[config.mk]
export PLATFORM = sky130hd
export DESIGN_NAME = fixed_log2_log10_estimator_core
export DESIGN_NICKNAME = d
export VERILOG_FILES = /design/src/rtl/fl2e_pkg.sv /design/src/rtl/fixed_log2_log10_estimator_core.sv
export SDC_FILE = /design/constraint.sdc
export NUM_CORES = 1
export LEC_CHECK = 0
export ABC_AREA = 1
export BUFFER_PORTS_ARGS = -buffer_cell sky130_fd_sc_hd__buf_4
export CORE_ASPECT_RATIO = 1.2
export CORE_MARGIN = 1
export CORE_UTILIZATION = 55
export DETAILED_ROUTE_END_ITERATION = 10
export PLACE_DENSITY = 0.76
export SLEW_MARGIN = 40
export SYNTH_ARGS = -nofsm -noshare
export SYNTH_HDL_FRONTEND = slang
export SYNTH_SLANG_ARGS = --single-unit
[constraint.sdc]
create_clock -name clock -period 11.4 [get_ports clock]
set_input_delay 0 -clock clock [delete_from_list [all_inputs] [get_ports clock]]
set_output_delay 0 -clock clock [all_outputs]
set_load 0.05 [all_outputs]
[src/rtl/fl2e_pkg.sv]
// Package for the fixed-point log2/log10 estimator: widths and mantissa table.
// No dependencies.
package fl2e_pkg;

   // Field widths
   localparam int VALUE_W  = 32;
   localparam int FRAC_W   = 16;
   localparam int EXP_W    = 6;
   localparam int LOG2_W   = 1 + EXP_W + FRAC_W;
   localparam int LOG10_W  = 21;
   localparam int POS_W    = $clog2(VALUE_W);
   localparam int WIN_W    = 5;
   localparam int MANT_W   = 17;
   localparam int TABLE_SIZE = 17;
   localparam int IDX_W    = $clog2(TABLE_SIZE);

   // log10 scaling: log10(2) ~ 1233 / 4096, applied as (x >> 1) * 1233 >> 11
   localparam int SCALE_W     = 11;
   localparam int PROD_W      = (LOG2_W - 2) + SCALE_W;
   localparam int LOG10_SHIFT = 11;
   localparam logic [SCALE_W-1:0] LOG10_SCALE = SCALE_W'(1233);

   // Result for a zero operand
   localparam logic signed [LOG2_W-1:0] ZERO_LOG = LOG2_W'(-65536);

   typedef logic signed [MANT_W-1:0] mant_type;

   // round(2^16 * log2(1/2 + i/32)) for i = 0..16
   localparam mant_type MANT_TABLE [TABLE_SIZE] = '{
      mant_type'(-65536), mant_type'(-59804), mant_type'(-54400), mant_type'(-49288),
      mant_type'(-44438), mant_type'(-39825), mant_type'(-35427), mant_type'(-31224),
      mant_type'(-27200), mant_type'(-23340), mant_type'(-19632), mant_type'(-16064),
      mant_type'(-12625), mant_type'(-9307),  mant_type'(-6102),  mant_type'(-3002),
      mant_type'(0)
   };

endpackage

[src/rtl/fixed_log2_log10_estimator_core.sv]
// Fixed-point log2/log10 estimator, Q7.16/Q5.16, valid/ready on both sides.
// Depends on fl2e_pkg.
//
// Takes one 32-bit unsigned value per transfer and returns 2^16*log2 and
// 2^16*log10 estimates from a leading-one search and a 17-entry mantissa
// table (four bits after the leading one, rounded by the fifth). Zero gives
// -65536 on both results. One item is accepted every clock cycle while
// req_ready is high. The value is captured in the input register at its
// transfer, and the single-pass datapath then fills the result register
// from it, which raises rsp_valid; the result leaves when rsp_ready is high.
// A stalled result holds the result register and then the input register,
// so two items fill the block before req_ready drops.
// The block holds no state beyond the two pipeline registers.
module fixed_log2_log10_estimator_core (
   input  logic                                   clock,
   input  logic                                   reset,
   input  logic                                   req_valid,
   output logic                                   req_ready,
   input  logic [fl2e_pkg::VALUE_W-1:0]           req_value,
   output logic                                   rsp_valid,
   input  logic                                   rsp_ready,
   output logic signed [fl2e_pkg::LOG2_W-1:0]     rsp_log2_estimate,
   output logic signed [fl2e_pkg::LOG10_W-1:0]    rsp_log10_estimate
);
   import fl2e_pkg::*;

   logic                       in_valid_ff, in_valid_in;
   logic [VALUE_W-1:0]         in_value_ff;
   logic                       out_valid_ff, out_valid_in;
   logic signed [LOG2_W-1:0]   out_log2_ff;
   logic signed [LOG10_W-1:0]  out_log10_ff;

   logic                       out_free;
   logic                       in_free;
   logic [POS_W-1:0]           lead_pos;
   logic [VALUE_W+WIN_W-1:0]   ext_value;
   logic [WIN_W-1:0]           window;
   logic [IDX_W-1:0]           tbl_idx;
   logic [EXP_W-1:0]           exponent;
   mant_type                   mant;
   logic signed [LOG2_W-1:0]   log2_in;
   logic [LOG2_W-3:0]          half_log2;
   logic [PROD_W-1:0]          prod;
   logic signed [LOG10_W-1:0]  log10_in;

   // Stage handshake: advance when the next stage has room
   assign out_free     = !out_valid_ff || rsp_ready;
   assign in_free      = !in_valid_ff || out_free;
   assign req_ready    = in_free;
   assign in_valid_in  = in_free ? req_valid : in_valid_ff;
   assign out_valid_in = out_free ? in_valid_ff : out_valid_ff;

   // Find the leading one (highest set bit wins)
   always_comb begin
      lead_pos = '0;
      for (int i = 0; i < VALUE_W; i++) begin
         if (in_value_ff[i]) begin
            lead_pos = POS_W'(i);
         end
      end
   end

   // Take the five bits below the leading one and round to a table index
   assign ext_value = {in_value_ff, {WIN_W{1'b0}}};
   assign window    = ext_value[lead_pos +: WIN_W];
   assign tbl_idx   = IDX_W'({1'b0, window[WIN_W-1:1]}) + IDX_W'(window[0]);
   assign mant      = MANT_TABLE[tbl_idx];

   // Integer part plus mantissa correction; zero has no leading one
   assign exponent = EXP_W'(lead_pos) + EXP_W'(1);
   always_comb begin
      if (in_value_ff == '0) begin
         log2_in = ZERO_LOG;
      end else begin
         log2_in = $signed({1'b0, exponent, {FRAC_W{1'b0}}}) + LOG2_W'(mant);
      end
   end

   // log10 by constant scaling for positive log2, pass through otherwise
   assign half_log2 = log2_in[LOG2_W-2:1];
   assign prod      = PROD_W'(half_log2) * PROD_W'(LOG10_SCALE);
   always_comb begin
      if (!log2_in[LOG2_W-1] && (log2_in != '0)) begin
         log10_in = $signed(prod[PROD_W-1:LOG10_SHIFT]);
      end else begin
         log10_in = $signed(log2_in[LOG10_W-1:0]);
      end
   end

   // Valid flags
   always_ff @(posedge clock) begin
      if (reset) begin
         in_valid_ff  <= 1'b0;
         out_valid_ff <= 1'b0;
      end else begin
         in_valid_ff  <= in_valid_in;
         out_valid_ff <= out_valid_in;
      end
   end

   // Payload: load input on transfer, load result when the output stage advances
   always_ff @(posedge clock) begin
      if (req_valid && in_free) begin
         in_value_ff <= req_value;
      end
      if (in_valid_ff && out_free) begin
         out_log2_ff  <= log2_in;
         out_log10_ff <= log10_in;
      end
   end

   assign rsp_valid          = out_valid_ff;
   assign rsp_log2_estimate  = out_log2_ff;
   assign rsp_log10_estimate = out_log10_ff;

endmodule

==> qor.json <==
{
  "synth": {
    "synth-async-reset-ratio_pct": 0,
    "synth_nets": 1407,
    "synth.lib_cells_used.distinct": 46,
    "synth.avg_cell_area_um2": 7.748,
    "synth_area_mm2": 0.009135,
    "synth_edf_count": 76,
    "synth_flop_cell": "edfxtp_1",
    "synth_seq_cells": 78,
    "seq_area_frac_synth_pct": 25.42,
    "synth.yosys.warnings": 0,
    "gate_count_after_technology_mapping": 1179
  },
  "clock_tree": {
    "cts-htree-levels": 3,
    "worstSkewPairLatency_ps": 370,
    "tritoncts": "built",
    "cts_resized": 0,
    "cts_max_path_buffers": 2,
    "root_buffer": "clkbuf_16",
    "clock_sinks": 78,
    "clock_input_transition_at_the_sequential_cells_of_the_worst_setup_and_hold_paths_ps": 80,
    "cts_made_buffers": 9
  },
  "grt": {
    "initial_antenna_violation_count": 0,
    "overflow": 0,
    "grt_start_max_net_pins": 45,
    "first_global_vias": 8523,
    "track_usage_pct": 32.55,
    "wire_length_of_the_first_global_routing_pass_mm": 42.59
  },
  "floorplan": {
    "die_height_um": 143.2,
    "io_pins": 82,
    "initial_core_util_pct": 56.36,
    "die_area_mm2": 0.01713,
    "die_w_um": 119.6,
    "core.rowCount": 51,
    "floorplan.core_area_mm2": 0.01621
  },
  "placement": {
    "dp.final_hpwl_mm": 20.32,
    "numPortBuffers": 81,
    "gp_congestion": 1.003,
    "post-place-cells": 1463
  },
  "worst_setup_path": {
    "cp.arrival_ps": 9820,
    "timing.critical_path.max_delay_family": "adder cells",
    "crit_path_top_delay_cell": "fa_1",
    "critPathRequiredTime_ps": 11510,
    "start_kind": "flop",
    "setup.reg_to_reg.worst_slack_ps": 1690,
    "critPathMaxStageDelay_ps": 560,
    "cp_common_cell": "nand2_1",
    "critPathKind": "flop to flop",
    "critical_path.max_fanout": 24,
    "setup.worst_path.end_class": "flop",
    "critical_path_buf_inv_count": 10
  },
  "detailed_routing": {
    "iter_0_drt_violations": 574,
    "dr.pass1.iters": 7,
    "num_vias": 8438,
    "via_per_inst": 5.573,
    "finalWirelength_mm": 26.59,
    "postRouteAntennaNets": 0,
    "remaining_drc_errors": 0,
    "route.detailed.wl_per_inst_um": 17.56
  },
  "timing": {
    "setup_violations": 0,
    "min_period_ps": 9711,
    "timing.clock.skew_ps": 17.03,
    "min_period_over_period_pct": 85.19,
    "timing_hold_violations_final": 0,
    "slew_violations": 0,
    "fmax_mhz": 103.0,
    "setup_repair_after_global_routing_missed_its_margin": "no",
    "whs_ps": 49.18,
    "timing.setup.tns_ps": 0,
    "tightestPinTransition_ps": 861.1,
    "timing.max_slew.rel_slack_pct": 42.38
  },
  "run_status": {
    "outcome": "completed"
  },
  "cells_and_area": {
    "post_layout_nonfiller_instances": 1514,
    "area.growth.synth_to_final_pct": 16.60,
    "final_core_utilization_pct": 65.72,
    "finish.net_count": 1525,
    "antenna_cells": 0,
    "layout_cells_sized_above_1_pct": 10.98
  },
  "job": {
    "maxCapViolations": 0
  },
  "min_path": {
    "hold_path_class": "input port to flop"
  }
}
## placed cells by master (no fill, tap or decap), drive strengths merged, types with 3 or more instances in the layout
master and n:
nor3 11, nand2 260, inv 242, fa 49, clkinv 4, xor2 6
dlygate4sd3 35, edfxtp 76, nand4 8, a21oi 59, ha 143, nand3 120
clkbuf 9, a31oi 6, o21ai 44, xnor2 3, a21o 3, buf 91
nor2 103, or2 5
## area by class of cell
class                   instances  area, µm²
repair buffers                126       1033
flip-flops and latches         78       2322
multi-input cells             843       5832
clock buffers                   9      225.2
clock inverters                 7      76.32
well taps                     212      265.3
inverters                     239      897.1
fillers                      1423       5557
## final timing paths
kind / startpoint / to / depth (start not counted)
setup / recovery: in_value_ff[4] / rsp_log10_estimate[12] / 53
setup reg to reg: in_value_ff[4] / rsp_log10_estimate[12] / 53
hold / removal: rsp_ready / in_valid_ff / 4
hold reg to reg: in_valid_ff / in_valid_ff / 2
## registers in the layout, indices dropped and copies added, names as in the netlist
signal and count:
in_valid_ff 1, rsp_valid 1, rsp_log10_estimate 21, rsp_log2_estimate 23
in_value_ff 32
## layer usage
metal | share of wire (%) | vias up | track usage, %
li1 | - | 4064 | -
met1 | 38 | 3987 | 35.13
met2 | 52 | 279 | 60.30
met3 | 4.3 | 108 | 4.792
met4 | 5.6 | 0 | 18.82
met5 | 0 | - | 0
## per-stage QoR
stage / setup slack, ps / cell area (µm²)
6_report: 1689 / 10650
5_1_grt: 901.5 / 10650
4_1_cts: 1661 / 10650
3_5_place_dp: 1731 / 9997
3_3_place_gp: 1825 / 9995
2_1_floorplan: 2934 / 9135
## synthesized netlist by cell type (3+ instances only)
| master | number | area share [%] |
|---|---|---|
| o21ai_1 | 13 | 0.71 |
| nor2_1 | 98 | 4.0 |
| a21o_1 | 3 | 0.25 |
| nand4_1 | 8 | 0.55 |
| fa_1 | 49 | 11 |
| nor2_4 | 3 | 0.37 |
| buf_6 | 3 | 0.37 |
| nand3_2 | 5 | 0.55 |
| a21oi_1 | 59 | 3.2 |
| nor3_1 | 11 | 0.60 |
| ha_1 | 143 | 20 |
| buf_1 | 3 | 0.12 |
| nand2_2 | 10 | 0.68 |
| nand2_1 | 248 | 10 |
| inv_2 | 5 | 0.21 |
| clkbuf_1 | 8 | 0.33 |
| xor2_1 | 6 | 0.58 |
| inv_1 | 233 | 9.6 |
| buf_2 | 5 | 0.27 |
| nand3_1 | 115 | 6.3 |
| o21ai_0 | 29 | 1.6 |
| edfxtp_1 | 76 | 25 |
| xnor2_1 | 3 | 0.29 |
| a31oi_1 | 6 | 0.41 |
## cell families (layout without fill, tap and decap cells)
kind of cell    count (synthesis)  count (layout)  synth area share, %
buf+inv                       258             381                10.92
simple gates                  511             511                24.30
compound gates                131             131                8.177
xor+xnor                        9               9               0.8629
fa+ha+maj                     192             192                30.32
flops                          78              78                25.42
## worst register-to-register path, delay by kind of cell (launching register included)
family	cells	cell delay (ps)
adder cells (fa/ha/maj)	9	3290
AND/OR/NAND/NOR	24	2600
AO/OA/AOI/OAI	10	1870
buffers and inverters	10	1200
flip-flops	1	510
## timing repair
item | 4_1_cts | 5_1_grt
hold buffers | 35 | 0
hold endpoints to repair | 34 | 0
setup buffers | 0 | 0
Power is not shown: default switching activity piles up to over one toggle a cycle in this logic, so the estimate is an artifact.
